File: src/hw/rtl/ghg_queue.sv
`default_nettype none

module ghg_queue #(
    parameter int WIDTH = 64
) (
    input  wire logic             i_clk,
    input  wire logic             i_rst_n,
    input  wire logic             i_push,
    input  wire logic [WIDTH-1:0] i_data,
    output logic                  o_in_ready,
    input  wire logic             i_pop,
    output logic                  o_out_valid,
    output logic      [WIDTH-1:0] o_data
);

    logic [WIDTH-1:0] r_mem [2];
    logic             r_wp, r_rp;
    logic [1:0]       r_cnt, n_cnt;
    logic             push, pop;

    assign o_in_ready  = r_cnt != 2'd2;
    assign o_out_valid = r_cnt != 2'd0;
    assign o_data      = r_mem[r_rp];
    assign push        = i_push && o_in_ready;
    assign pop         = i_pop && o_out_valid;

    always_comb begin
        n_cnt = r_cnt;
        if (push && !pop) begin
            n_cnt = r_cnt + 2'd1;
        end else if (pop && !push) begin
            n_cnt = r_cnt - 2'd1;
        end
    end

    always_ff @(posedge i_clk) begin
        if (!i_rst_n) begin
            r_wp  <= 1'b0;
            r_rp  <= 1'b0;
            r_cnt <= 2'd0;
        end else begin
            r_cnt <= n_cnt;
            if (push) begin
                r_wp <= ~r_wp;
            end
            if (pop) begin
                r_rp <= ~r_rp;
            end
        end
    end

    always_ff @(posedge i_clk) begin
        if (push) begin
            r_mem[r_wp] <= i_data;
        end
    end

endmodule

`default_nettype wire

File: config.mk
export PLATFORM = sky130hd
export DESIGN_NAME = ghg_queue
export DESIGN_NICKNAME = d
export VERILOG_FILES = /design/src/hw/rtl/ghg_queue.sv
export SDC_FILE = /design/constraint.sdc
export NUM_CORES = 1
export LEC_CHECK = 0
export BUFFER_PORTS_ARGS = -buffer_cell sky130_fd_sc_hd__clkbuf_2
export CORE_AREA = 5 5 105 107
export DETAILED_ROUTE_END_ITERATION = 10
export DIE_AREA = 0 0 110 112
export HOLD_SLACK_MARGIN = 0.08
export PLACE_DENSITY = 0.76
export SLEW_MARGIN = 20
export SYNTH_ARGS = -nofsm -noshare
export SYNTH_HDL_FRONTEND = slang
export SYNTH_SLANG_ARGS = --single-unit
File: constraint.sdc
create_clock -name i_clk -period 6.4 [get_ports i_clk]
set_clock_uncertainty 0.15 [all_clocks]
set_input_delay 0.96 -clock i_clk [delete_from_list [all_inputs] [get_ports i_clk]]
set_output_delay 0.96 -clock i_clk [all_outputs]
set_load 0.03 [all_outputs]
# Yosys cells after proc, flatten, opt, wreduce, memory -nomap -nowiden
# Memories as Yosys holds them, arrays and structs flattened. A register that Yosys moved wholly into a read port is not among the register bits.
# Cells that the tools add are included.
dict set report op_classes {
  mux 6
  n_eq_ne 1
  add_sub_neg 2
  n_reduce_logical 8
  n_bitwise 2
}
# cell n
set ops {}
lappend ops {{$logic_and A1 B1 Y1} 4}
lappend ops {{$mux W1} 4}
lappend ops {{$mux W2} 2}
lappend ops {{$reduce_bool A2 Y1} 2}
lappend ops {{$add A2 B1 Y2 const B} 1}
lappend ops {{$logic_not A1 Y1} 2}
lappend ops {{$ne A2 B2 Y1 const B} 1}
lappend ops {{$not A1 Y1} 2}
lappend ops {{$sub A2 B1 Y2 const B} 1}
dict set report totals {
  output_inout_bits 66
  n_memories 1
  inputBits 68
  word_cells 23
  regBits 4
  ramBits 128
}
# memory depth word_bits rd rd_clocked_by_memory_dff wr line
set memory_table {}
lappend memory_table {r_mem 2 64 1 1 1 16} ;# logic [WIDTH-1:0] r_mem [2];

# Longest topological paths before layout
dict set report logic_depth {
  depth_word 6
  ltp_mapped 6
  ltp_nobuf 6
}

# Least setup slack after synthesis
# Ideal clock, no wire load.
dict set report synth_timing {
  kind {input to register}
  start {in i_push}
  end {mem r_mem[1][0], enable pin}
  setup_slack_ns 3.306
  arrival_time_ns 2.515
  path_buffers 0
  t_required_ns 5.821
  path_stages 1
  path_cell_list {and3_1}
}
dict set report synth_between {
  elab_chain_cells 3
}
# item line
set synth_lines {}
lappend synth_lines {{start, declared} 8} ;# input wire logic i_push,
lappend synth_lines {{$logic_and A1 B1 Y1} 24} ;# assign push = i_push && o_in_ready;
lappend synth_lines {{$mux W1} 53} ;# if (push) begin
lappend synth_lines {{$mux W1 (implied by the code)} 54} ;# r_mem[r_wp] <= i_data;
lappend synth_lines {{end, declared} 16}
# No other way between the ends.

==> results.ini <==
[die]
start_util_pct = 48.3
ios = 134
die_w_um = 110
die_y_um = 112
die_area_um2 = 12300
rows = 37
core_area_um2 = 10000

[place]
postPlaceCellArea_um2 = 5670
hpwl_um = 5650
port_buffers = 133
gp_congestion = 0.719
dp_slack_ps = 3440
placed_cells = 488

[clock_network]
path_clk_slew_ps = 50
cts_buffers = 17
clock-root-buffer = clkbuf_8
cts_hold_buf = 0
clock-sinks = 133
clk_latency_ps = 500
postCtsSetupBuffers = 0
cts_tree = done
htreeDepth = 4
cts_resized = 0
clockBufferDepth = 2

[setup_path]
cp.arrival_ps = 2340
timing.rr.end = r_mem[1][31]
crit_fanout = 46
worstSetupPathType = flip-flop to output port
rrSetupSlack_ps = 4110
r2r-start = r_cnt[0]
crit_path_end_kind = output port
required_ps = 5290
cp-start-kind = flip-flop
ff2ff_path_depth = 3

[detailed_routing]
first_pass_iters = 4
route.detailed.drc = 0
vias = 2464
first_iter_violations = 93
wl_um = 8500
drtAntennaViolNets = 0
wl_per_cell_um = 16.4
viasPerCell = 4.75

[global_routing]
grt-ovfl-total = 0
antenna_found_initial = 0
grt_pass1_vias = 2769
grt_max_degree = 47
grt.total_usage_pct = 14.7
grt_pass1_wl_um = 13400

[logic_synthesis]
synth-edff-count = 128
synth_flop_cell = edfxtp_1
syn-instance-count = 223
syn_nets = 292
yosys_warnings = 0
ys_ff_latch = 133
synth.avg_cell_area_um2 = 21.8
synth.distinct_cells = 20
seq_area_frac_synth_pct = 81.2
synth_area_um2 = 4860
async_flop_share_pct = 0

[sta]
finalHoldViolCount = 0
fmax_mhz = 290
fin_setup_tns_ps = 0
finalCritPeriodShare_pct = 53.9
rsz0062_at_grt = no
post-route-min-period_ps = 3450
setup_viol = 0
maxSlewViolCount = 0
worst_slack_ps = 2950
worst_slew_margin_rel_pct = 59.1
tightest_slew_ps = 614

[pwr]
pwr-share-comb_pct = 27.3
ir_drop_mv = 0.264
p_seq_share_pct = 41.1
cellPowerDensity_nw_per_um2 = 445
power_switching_w = 0.000860
pwr-share-clk_pct = 31.5
swShare_pct = 31.2
leakage_nw = 2.37
power.internal_w = 0.00190

[finish]
antenna_cells = 0
stdcell_area_um2 = 6200
final_cells = 519
syn2layout_area_growth_pct = 27.7
layout_commonest_cell = clkbuf_2
final_cell_mix = clkbuf_2, edfxtp_1, mux2_2, clkbuf_16, clkinv_2
nets = 440
drive_gt1_share_pct = 60.8

[status]
outcome = complete, no violations

[hold_path]
min_path_type = flip-flop to flip-flop
hold_depth = 2
hold_end = r_cnt[1]
hold_start = r_cnt[1]

[job]
max-cap-violations = 0

metal layers:
metal	up-vias	track usage (%)	wire, um	share of wire (%)
met5	-	0	0	0
met4	0	4.99	98	1.2
met3	11	6.26	627	7.4
met2	84	24.3	4290	50
met1	1198	17.0	3490	41
li1	1171	-	-	-
flip-flops by register name, summed over array words and instances (netlist names), named ones only:
register  cells
r_cnt         2
r_mem       128
r_rp          1
r_wp          1
stage by stage:
stage,hold WS [ps],utilization [%],total power [W]
floorplan,362,-,0.00172
global placement,382,56.4,0.00191
detailed placement,403,56.4,0.00192
CTS,411,61.8,0.00279
global route,435,61.8,0.00289
finish,408,61.8,0.00276
final cells by class:
type	instances	area (um2)
fillers	758	3840
well taps	136	170
clock buffers	19	422
inverters	1	3.75
flip-flops and latches	133	3950
multi-input cells	82	861
repair buffers	136	688
clock inverters	12	114
power by group through the flow:
| stage | clock network [W] | logic, W | registers (W) |
|---|---|---|---|
| 5_1_grt | 0.000937 | 0.000803 | 0.00115 |
| 3_3_place_gp | 0 | 0.000760 | 0.00115 |
| 6_report | 0.000870 | 0.000754 | 0.00113 |
| 2_1_floorplan | 0 | 0.000585 | 0.00113 |
| 3_5_place_dp | 0 | 0.000766 | 0.00115 |
| 4_1_cts | 0.000886 | 0.000770 | 0.00114 |
logic make-up after synthesis:
family | Yosys count | share of synthesized area, %
DFF | 133 | 81.2
muxes | 64 | 14.8
and+or+nand+nor | 9 | 1.34
buffers and inverters | 8 | 1.11
AOI/OAI and AO/OA | 5 | 0.721
xor gates and xnor gates | 3 | 0.541
adders and majority gates | 1 | 0.258
worst max path at each step:
stage | depth (start not counted) | end
finish | 3 | o_data[29]
global route | 3 | o_data[43]
CTS | 3 | o_data[29]
detailed placement | 3 | o_data[29]
global placement | 3 | o_data[29]
floorplan | 1 | r_mem[1][0]
critical path, cell delays in order, from the launching register on:
cell      delay [ps]
dfxtp_2          600
buf_4            570
mux2_2           420
clkbuf_2         190
synth_stat cells, drive strengths merged (2+ instances only):
master / instances / area (um2)
dfxtp: 5 / 100
and2: 4 / 25.0
mux2: 64 / 721
buf: 7 / 50.0
o21ai: 2 / 10.0
edfxtp: 128 / 3840
xnor2: 2 / 17.5
a21boi: 2 / 15.0
Power figures use the tool's default switching activity.
