==> src/hw/rtl/ghg_pkg.sv <==
`default_nettype none

package ghg_pkg;

    localparam int COORD_W  = 6;
    localparam int DIM_W    = 7;
    localparam int HEIGHT_W = 32;
    localparam int SLOPE_W  = 32;
    localparam int INV_W    = 32;
    localparam int CFG_IDX_W = 8;
    localparam int S_TDATA_W = 48;
    localparam int M_TDATA_W = 64;
    localparam int M_TUSER_W = 2;

    localparam logic [CFG_IDX_W-1:0] REG_GRID_COLS  = 8'd0;
    localparam logic [CFG_IDX_W-1:0] REG_GRID_ROWS  = 8'd1;
    localparam logic [CFG_IDX_W-1:0] REG_INV_STEP_X = 8'd2;
    localparam logic [CFG_IDX_W-1:0] REG_INV_STEP_Y = 8'd3;

    localparam logic MODE_LOAD  = 1'b0;
    localparam logic MODE_QUERY = 1'b1;

    typedef enum logic [1:0] {
        K_LOAD  = 2'd0,
        K_BAD   = 2'd1,
        K_QUERY = 2'd2
    } t_kind;

    // per-word command from the front to the back
    typedef struct packed {
        t_kind kind;
        logic  hx;   // x neighbors two cells apart
        logic  hy;   // y neighbors two cells apart
    } t_cmd;

endpackage

`default_nettype wire

==> src/hw/rtl/ghg_front.sv <==
`default_nettype none

module ghg_front import ghg_pkg::*; #(
    parameter int MAX_COLS = 64,
    parameter int MAX_ROWS = 64,
    parameter int AW       = 12
) (
    input  wire logic               i_valid,
    input  wire logic               i_mode,
    input  wire logic [COORD_W-1:0] i_col,
    input  wire logic [COORD_W-1:0] i_row,
    input  wire logic [DIM_W-1:0]   i_grid_cols,
    input  wire logic [DIM_W-1:0]   i_grid_rows,
    output logic                    o_push,
    output t_cmd                    o_cmd,
    output logic [AW-1:0]           o_addr_a,
    output logic [AW-1:0]           o_addr_b,
    output logic [AW-1:0]           o_addr_c,
    output logic [AW-1:0]           o_addr_d
);

    localparam int LW = 11;

    function automatic logic [AW-1:0] addr_of(input logic [DIM_W-1:0] x,
                                              input logic [DIM_W-1:0] y);
        logic [31:0] t;
        t = 32'(y) * 32'(MAX_COLS) + 32'(x);
        return t[AW-1:0];
    endfunction

    logic [DIM_W-1:0] nc, nr, c7, r7, c_inc, r_inc, cm, cp, rm, rp;
    logic             bad, in_store;

    always_comb begin
        nc = (LW'(i_grid_cols) < LW'(MAX_COLS)) ? i_grid_cols : DIM_W'(MAX_COLS);
        nr = (LW'(i_grid_rows) < LW'(MAX_ROWS)) ? i_grid_rows : DIM_W'(MAX_ROWS);
        c7 = DIM_W'(i_col);
        r7 = DIM_W'(i_row);
        c_inc = c7 + DIM_W'(1);
        r_inc = r7 + DIM_W'(1);
        cm = (c7 != '0) ? c7 - DIM_W'(1) : '0;
        rm = (r7 != '0) ? r7 - DIM_W'(1) : '0;
        cp = (c_inc < nc) ? c_inc : nc - DIM_W'(1);
        rp = (r_inc < nr) ? r_inc : nr - DIM_W'(1);
        bad = (c7 >= nc) || (r7 >= nr);
        in_store = (LW'(i_col) < LW'(MAX_COLS)) && (LW'(i_row) < LW'(MAX_ROWS));

        o_cmd.hx = (cp - cm) == DIM_W'(2);
        o_cmd.hy = (rp - rm) == DIM_W'(2);
        if (i_mode == MODE_LOAD) begin
            o_cmd.kind = K_LOAD;
        end else if (bad) begin
            o_cmd.kind = K_BAD;
        end else begin
            o_cmd.kind = K_QUERY;
        end

        // loads outside the store are dropped here
        o_push   = i_valid && (i_mode == MODE_QUERY || in_store);
        o_addr_a = (i_mode == MODE_LOAD) ? addr_of(c7, r7) : addr_of(cp, r7);
        o_addr_b = addr_of(cm, r7);
        o_addr_c = addr_of(c7, rp);
        o_addr_d = addr_of(c7, rm);
    end

endmodule

`default_nettype wire

==> config.mk <==
export PLATFORM = sky130hd
export DESIGN_NAME = ghg_front
export DESIGN_NICKNAME = d
export VERILOG_FILES = /design/src/hw/rtl/ghg_pkg.sv /design/src/hw/rtl/ghg_front.sv
export SDC_FILE = /design/constraint.sdc
export NUM_CORES = 1
export LEC_CHECK = 0
export BUFFER_PORTS_ARGS = -buffer_cell sky130_fd_sc_hd__buf_2
export CORE_ASPECT_RATIO = 1.2
export CORE_MARGIN = 1.5
export CORE_UTILIZATION = 25
export DETAILED_ROUTE_END_ITERATION = 16
export RECOVER_POWER = 25
export SLEW_MARGIN = 15
export SYNTH_ARGS = -nofsm -noshare
export SYNTH_HDL_FRONTEND = slang
export SYNTH_SLANG_ARGS = --single-unit
==> constraint.sdc <==
create_clock -name vclk -period 7.71
set_input_delay 1.542 -clock vclk [all_inputs]
set_output_delay 1.542 -clock vclk [all_outputs]
set_load 0.02 [all_outputs]
* Word-level counts from Yosys, hierarchy flattened
Cells that the tools add are included.
** Storage, ports and cells
- Register bits :: 0
- Bits in latches :: 0
- Memory bits (writable) :: 0
- Bits in read-only memories :: 0
- Input port bits :: 28
- Word-level logic and storage cells :: 33
- Memories :: 0
** Operators by class
- Add/sub/neg operators :: 13
- Multipliers :: 0
- Div/mod/pow operators :: 0
- Order comparisons :: 6
- Equality and inequality tests :: 2
- Shift-type cells :: 0
- Multiplexer cells :: 9
- Bitwise gates (word level) :: 0
- Reduce and logical (&&, ||, !) cells :: 3
** Operators with widths (number)
- 7-bit 2-to-1 mux :: 6
- 12-bit by 6-bit adder with 12-bit output :: 3
- 12-bit by 7-bit adder with 12-bit output :: 2
- 6-bit by 1-bit adder with 7-bit output (second input constant) :: 2
- 7-bit by 2-bit equality test with 1-bit output (second input constant) :: 2
- 6-bit by 7-bit greater-or-equal comparator with 1-bit output :: 2
- 7-bit < comparator :: 2
- 7-bit < comparator (second input constant) :: 2
- 6-bit by 1-bit subtractor with 7-bit output (second input constant) :: 2
- 7-bit by 1-bit subtractor with 7-bit output (second input constant) :: 2
- 7-bit subtractor :: 2
- 12-bit 2-to-1 mux :: 1
- 6-bit nonzero test :: 2
- 2-bit 2-to-1 mux :: 2
- 1-bit logical OR :: 1

* Logic depth before layout (Yosys ltp)
Gate-level depths: netlist of the first run.
- Word-level depth :: 6
- Depth in mapped cells :: 17
- Mapped depth without buffers :: 16

* Least setup slack after synthesis of the first run
Ideal clock, no wire load.
- Path type :: input-to-output
- Start :: input port i_col[2]
- End :: output port o_cmd[1] (netlist name)
- Arrival :: 4906 ps
- Slack :: 1262 ps
- Cell stages on the path :: 16
- Path through :: clkbuf_1 nand3_1 nor3_1 xor2_1 ha_1 o21a_1 o21a_1 o211a_1 o31a_2 ha_1 nor2b_1 o31ai_1 o21ai_0 or4b_1 nor3_1 mux2_4
** RTL lines
- start: declaration :: line ghg_front.sv:10 : input wire logic [COORD_W-1:0] i_col,
- end: declaration :: line ghg_front.sv:15 : output t_cmd o_cmd,

==> reports/summary.json, run 1 <==
{
  "numPortBuffers": 79,
  "ant_nets": 0,
  "initialDrtViolationCount": 55,
  "numPlacedInstances": 472,
  "worstPathRequired_ps": 6170,
  "flow.area_growth_from_synthesis_pct": 17.2,
  "synthDominantCellAreaShare_pct": 27.1,
  "syn_inst": 300,
  "ys.warnings.count": 0,
  "antenna_violations_before_repair": 0,
  "grt_usage_pct": 12.5,
  "nNetsFinal": 433,
  "run_status": "finished clean",
  "final.setup.tns_ps": 0,
  "cts_post_setup_buffers_inserted": 0,
  "yosys-top-cells-count": "sky130_fd_sc_hd__ha_1 (48), sky130_fd_sc_hd__inv_1 (23), sky130_fd_sc_hd__nand2_1 (23), sky130_fd_sc_hd__nor2_1 (18)",
  "routability_congestion_estimate_from_global_placement": 0.857,
  "worst_ep_arrival_time_ps": 5540,
  "final_period_minus_worst_setup_slack_ps": 7090,
  "start_util_pct": 25.7,
  "hold_violations": 0,
  "grt_pass1_wl_um": 9760,
  "drive_above_1_share_pct": 25.6,
  "flip_flop_and_latch_count": 0,
  "grt_overflow_total": 0,
  "grt_pass1_vias": 2139,
  "die_x_um": 88.9,
  "ctsHoldBuffers": 0,
  "post_synth.cell_area_avg_um2": 7.38,
  "die-area_mm2": 0.00943,
  "synthMostInstantiatedCell": "sky130_fd_sc_hd__ha_1",
  "drt_drc_violations_left": 0,
  "fin_crit_sh_pct": 91.9,
  "pin_count_of_the_biggest_net_entering_global_routing": 18,
  "placementRows": 37,
  "fill_cells": 964,
  "power-per-cell-area_mw_per_mm2": 89.1,
  "design.portCount": 81,
  "synthesis.nets": 376,
  "timing.max_slew.rel_slack_pct": 66.4,
  "grt_setup_unrepaired": "no",
  "synth.top_cells.by_area": "sky130_fd_sc_hd__ha_1 (27%), sky130_fd_sc_hd__xnor2_1 (5.5%), sky130_fd_sc_hd__xor2_1 (5.5%), sky130_fd_sc_hd__buf_4 (4.7%), sky130_fd_sc_hd__mux2_2 (4.1%)",
  "startpoint_kind_of_the_worst_setup_timing_path": "primary input",
  "worstMarginPinSlew_ps": 504,
  "std_cell_core_area_mm2": 0.00861,
  "worst-path-max-fanout": 10,
  "sequential_to_total_area_share_from_yosys_stat_pct": 0,
  "ir_drop_uv": 49.1,
  "first_pass_iters": 4,
  "die_height_um": 106,
  "setup.worst_path.class": "primary input to output port",
  "synth_cell_types": 53,
  "num-clock-buffers": 0,
  "post_layout_nonfiller_instances": 472,
  "synthesis.area_mm2": 0.00221,
  "drv_slew": 0,
  "fmax_mhz": 141,
  "worst_hold_path_depth": 0,
  "setup_viol_count_final": 0,
  "via_per_inst": 4.79,
  "hold_slack_ps": 3080,
  "cellLeakagePower_nw": 1.29,
  "post-synth-top-area-cell": "sky130_fd_sc_hd__ha_1",
  "detailroute.via_count": 2261,
  "dp_hpwl_um": 5160,
  "drt-total-wl_um": 6060,
  "min_path_type": "primary input to output port",
  "final-seq-area_um2": 0,
  "cap_violations": 0,
  "antenna_cells": 0,
  "postCtsResizedCells": 0,
  "post_drt_wl_per_cell_um": 12.8,
  "type_of_element_capturing_the_critical_path": "output port"
}
cells in the final DEF (no fill, tap or decap), types with 2 or more instances in the layout:
master and count:
sky130_fd_sc_hd__and2_1 2, sky130_fd_sc_hd__nor3b_1 2, sky130_fd_sc_hd__nor3_1 12, sky130_fd_sc_hd__mux2_4 3, sky130_fd_sc_hd__inv_1 23, sky130_fd_sc_hd__nor4_1 2
sky130_fd_sc_hd__o22ai_1 3, sky130_fd_sc_hd__nor2_1 18, sky130_fd_sc_hd__nand3_1 14, sky130_fd_sc_hd__or2_2 5, sky130_fd_sc_hd__a21oi_1 11, sky130_fd_sc_hd__o31a_1 2
sky130_fd_sc_hd__o31a_2 2, sky130_fd_sc_hd__clkbuf_1 12, sky130_fd_sc_hd__o21ai_0 7, sky130_fd_sc_hd__and3_1 2, sky130_fd_sc_hd__xnor2_1 14, sky130_fd_sc_hd__a21o_1 6
sky130_fd_sc_hd__o21a_1 3, sky130_fd_sc_hd__nand2_1 23, sky130_fd_sc_hd__o211ai_1 3, sky130_fd_sc_hd__nand4_1 2, sky130_fd_sc_hd__o31ai_1 3, sky130_fd_sc_hd__mux2i_1 7
sky130_fd_sc_hd__xor2_1 14, sky130_fd_sc_hd__mux2_2 8, sky130_fd_sc_hd__nand2b_1 5, sky130_fd_sc_hd__nor2b_1 8, sky130_fd_sc_hd__nand3b_1 2, sky130_fd_sc_hd__a22oi_1 2
sky130_fd_sc_hd__ha_1 48, sky130_fd_sc_hd__buf_2 67
routing by layer:
metal  vias up  share of wire (%)  track usage (%)
met5         -                  0                0
li1       1165                  -                -
met2        65                 48             23.2
met4         0                1.3             2.01
met1      1023                 46             15.3
met3         8                5.3             1.55
metrics by stage:
stage	util, %	power [mW]	setup WS (ps)	instance area [µm²]
floorplan	-	0.173	1260	2210
global placement	30.3	0.227	778	2610
detailed placement	30.3	0.231	627	2610
CTS	30.3	0.232	631	2610
global route	30.1	0.258	238	2590
finish	30.1	0.231	624	2590
power by group:
group          leakage (nW)  internal, mW  total [mW]  switching, mW
logic                  1.29        0.0939       0.231          0.137
registers                 0             0           0              0
clock network             0             0           0              0
total                  1.29        0.0939       0.231          0.137
cells by family (layout without fill, tap and decap cells):
| family | after synthesis | after routing | synth area share (%) |
|---|---|---|---|
| muxes | 18 | 18 | 9.27 |
| buffers and inverters | 48 | 103 | 10.7 |
| xor gates and xnor gates | 28 | 28 | 11.1 |
| other | 1 | 1 | 0.169 |
| AOI/OAI and AO/OA | 53 | 53 | 17.2 |
| and+or+nand+nor | 104 | 104 | 24.5 |
| adders and majority gates | 48 | 48 | 27.1 |
critical path: stages:
cell and delay, ps:
sky130_fd_sc_hd__buf_2 220, sky130_fd_sc_hd__inv_1 140, sky130_fd_sc_hd__ha_1 360, sky130_fd_sc_hd__ha_1 280, sky130_fd_sc_hd__nor2b_1 120, sky130_fd_sc_hd__o211ai_1 120
sky130_fd_sc_hd__a31oi_1 270, sky130_fd_sc_hd__o211ai_1 150, sky130_fd_sc_hd__nand2b_1 330, sky130_fd_sc_hd__mux2_2 400, sky130_fd_sc_hd__ha_1 340, sky130_fd_sc_hd__a21oi_1 220
sky130_fd_sc_hd__a21oi_1 120, sky130_fd_sc_hd__nor3_1 320, sky130_fd_sc_hd__nand4b_1 150, sky130_fd_sc_hd__a22o_1 210, sky130_fd_sc_hd__o21ai_0 60, sky130_fd_sc_hd__buf_2 180
cell type report:
class / instances / area (µm²) / area share, %
inverter: 24 / 90.1 / 3.47
tap: 117 / 146 / 5.64
multi-input combinational: 252 / 1980 / 76.2
timing repair buffer: 79 / 380 / 14.7
final timing paths:
path | from | to
worst max-delay path | i_row[0] | o_cmd[0]
worst min-delay path | i_valid | o_push
No activity file was read; power rests on OpenSTA's default activity.
==> run 2, diff against run 1 <==
CORE_MARGIN = default   (was 1.5)
==> reports/summary.json, run 2 (synthesis results as in run 1) <==
{
  "finalCoreUtilization": {"value": 30.3, "unit": "%", "change": "+0.16 points"},
  "crit_buf_inv": {"value": 2, "change": "-1"},
  "drive_above_1_share": {"value": 25.6, "unit": "%", "change": "unchanged"},
  "grt_setup_unrepaired": "no",
  "design.portCount": {"value": 81, "change": "unchanged"},
  "run_status": "finished clean",
  "placed_cell_area": {"value": 0.00261, "unit": "mm²", "change": "unchanged"},
  "ir_drop": {"value": 40.0, "unit": "µV", "change": "-19%"},
  "final.setup.worst_slack": {"value": 613, "unit": "ps", "change": "-11.0 ps"},
  "final_period_minus_worst_setup_slack": {"value": 7100, "unit": "ps", "change": "+11.0 ps"},
  "final-seq-area": {"value": 0, "unit": "µm²", "change": "unchanged"},
  "setup_viol_count_final": {"value": 0, "change": "unchanged"},
  "post-route-cell-area": {"value": 0.00259, "unit": "mm²", "change": "unchanged"},
  "most_common_library_cell_in_the_layout_ignoring_fill_and_taps": "sky130_fd_sc_hd__buf_2",
  "ctsHoldBuffers": {"value": 0, "change": "unchanged"},
  "post_drt_wl_per_cell": {"value": 12.9, "unit": "µm", "change": "+0.33%"},
  "pre_cts_ws": {"value": 767, "unit": "ps", "change": "+140 ps"},
  "setup.worst_path.class": "primary input to output port",
  "hold_violations": {"value": 0, "change": "unchanged"},
  "hold_slack": {"value": 3080, "unit": "ps", "change": "unchanged"},
  "dp_hpwl": {"value": 5160, "unit": "µm", "change": "about the same"},
  "die_height": {"value": 105, "unit": "µm", "change": "-0.94%"},
  "ant_nets": {"value": 0, "change": "unchanged"},
  "grt_pass1_wl": {"value": 9720, "unit": "µm", "change": "-0.42%"},
  "cellLeakagePower": {"value": 1.29, "unit": "nW", "change": "unchanged"},
  "die-area": {"value": 0.00924, "unit": "mm²", "change": "-2.1%"},
  "drt_drc_violations_left": {"value": 0, "change": "unchanged"},
  "numPortBuffers": {"value": 79, "change": "unchanged"},
  "antenna_cells": {"value": 0, "change": "unchanged"},
  "nNetsFinal": {"value": 433, "change": "unchanged"},
  "startpoint_kind_of_the_worst_setup_timing_path": "primary input",
  "postCtsResizedCells": {"value": 0, "change": "unchanged"},
  "fmax": {"value": 141, "unit": "MHz", "change": "-0.16%"},
  "std_cell_core_area": {"value": 0.00856, "unit": "mm²", "change": "-0.54%"},
  "pin_count_of_the_biggest_net_entering_global_routing": {"value": 18, "change": "unchanged"},
  "initialDrtViolationCount": {"value": 33, "change": "-40%"},
  "num-clock-buffers": {"value": 0, "change": "unchanged"},
  "placementRows": {"value": 37, "change": "unchanged"},
  "final.setup.tns": {"value": 0, "unit": "ps", "change": "unchanged"},
  "min_path_type": "primary input to output port",
  "worst_hold_path_depth": {"value": 0, "change": "unchanged"},
  "grt_pass1_vias": {"value": 2120, "change": "-0.89%"},
  "path_delay_family": "simple AND/OR/NAND/NOR gates",
  "slowest_delay": {"value": 570, "unit": "ps", "change": "+170 ps"},
  "fin_crit_sh": {"value": 92.1, "unit": "%", "change": "+0.14 points"},
  "first_pass_iters": {"value": 4, "change": "unchanged"},
  "fin_total_pwr": {"value": 0.230, "unit": "mW", "change": "-0.67%"},
  "grt_usage": {"value": 12.8, "unit": "%", "change": "+0.33 points"},
  "antenna_violations_before_repair": {"value": 0, "change": "unchanged"},
  "worst-path-max-fanout": {"value": 11, "change": "+1"},
  "power-per-cell-area": {"value": 88.5, "unit": "mW/mm²", "change": "-0.67%"},
  "cap_violations": {"value": 0, "change": "unchanged"},
  "hold_path_end": "o_push",
  "cts_post_setup_buffers_inserted": {"value": 0, "change": "unchanged"},
  "numPlacedInstances": {"value": 472, "change": "unchanged"},
  "layout_common_cells": "sky130_fd_sc_hd__buf_2 (67), sky130_fd_sc_hd__ha_1 (48), sky130_fd_sc_hd__inv_1 (23), sky130_fd_sc_hd__nand2_1 (23), sky130_fd_sc_hd__nor2_1 (18)",
  "critical_path.cell_chain": "clkbuf_1, nand3_1, nor3_1, xor2_1, ha_1, o21a_1, o21a_1, o211a_1, o31a_2, ha_1, nor2b_1, o31ai_1, o21ai_0, or4b_1, nor3_1, mux2_4, buf_2",
  "timing.hold.worst.start": "i_valid",
  "post_layout_nonfiller_instances": {"value": 472, "change": "unchanged"},
  "flow.area_growth_from_synthesis": {"value": 17.2, "unit": "%", "change": "unchanged"},
  "critical-path-slowest-cell": "sky130_fd_sc_hd__or4b_1",
  "flip_flop_and_latch_count": {"value": 0, "change": "unchanged"},
  "worstPathRequired": {"value": 6170, "unit": "ps", "change": "about the same"},
  "drv_slew": {"value": 0, "change": "unchanged"},
  "grt_overflow_total": {"value": 0, "change": "unchanged"},
  "start_util": {"value": 25.9, "unit": "%", "change": "+0.14 points"},
  "routability_congestion_estimate_from_global_placement": {"value": 0.953, "change": "+11%"},
  "die_x": {"value": 87.9, "unit": "µm", "change": "-1.1%"},
  "timing.max_slew.rel_slack": {"value": 66.1, "unit": "%", "change": "-0.23 points"},
  "detailroute.via_count": {"value": 2272, "change": "+0.49%"},
  "worstMarginPinSlew": {"value": 508, "unit": "ps", "change": "+3.43 ps"},
  "via_per_inst": {"value": 4.81, "change": "+0.49%"},
  "drt-total-wl": {"value": 6080, "unit": "µm", "change": "+0.33%"},
  "worst_ep_arrival_time": {"value": 5560, "unit": "ps", "change": "+20 ps"},
  "type_of_element_capturing_the_critical_path": "output port"
}
-- run 2: cell counts in the layout (fill, tap and decap cells not counted) --
No cell type changed its count.
-- run 2: final cells by class --
cell class	count	area [µm²]
Inverter	24	90.1
Tap cell	117	146
Fill cell	950	5970
Timing Repair Buffer	79	380
Multi-Input combinational cell	252	1980
-- run 2: how the worst max path moves through the flow --
stage             start  slack (ps)        to  cells after the start
2_1_floorplan  i_col[2]        1260  o_cmd[1]                     16
3_3_place_gp   i_col[0]         790  o_cmd[1]                     17
3_5_place_dp   i_row[0]         770  o_cmd[0]                     18
4_1_cts        i_col[0]         750  o_cmd[1]                     17
5_1_grt        i_col[4]         270  o_cmd[1]                     17
6_report       i_col[4]         610  o_cmd[1]                     17
-- run 2: layer usage --
metal / up-vias / global-route usage [%] / share of wire (%)
li1: 1162 / - / -
met1: 1017 / 15.3 / 43
met2: 83 / 25.0 / 51
met4: 0 / 2.22 / 1.3
met5: - / 0 / 0
met3: 10 / 0.237 / 4.5
-- run 2: power by group --
part / leakage (nW) / total [mW] / switching (mW) / internal, mW
registers: 0 / 0 / 0 / 0
logic: 1.29 / 0.230 / 0.136 / 0.0938
clock network: 0 / 0 / 0 / 0
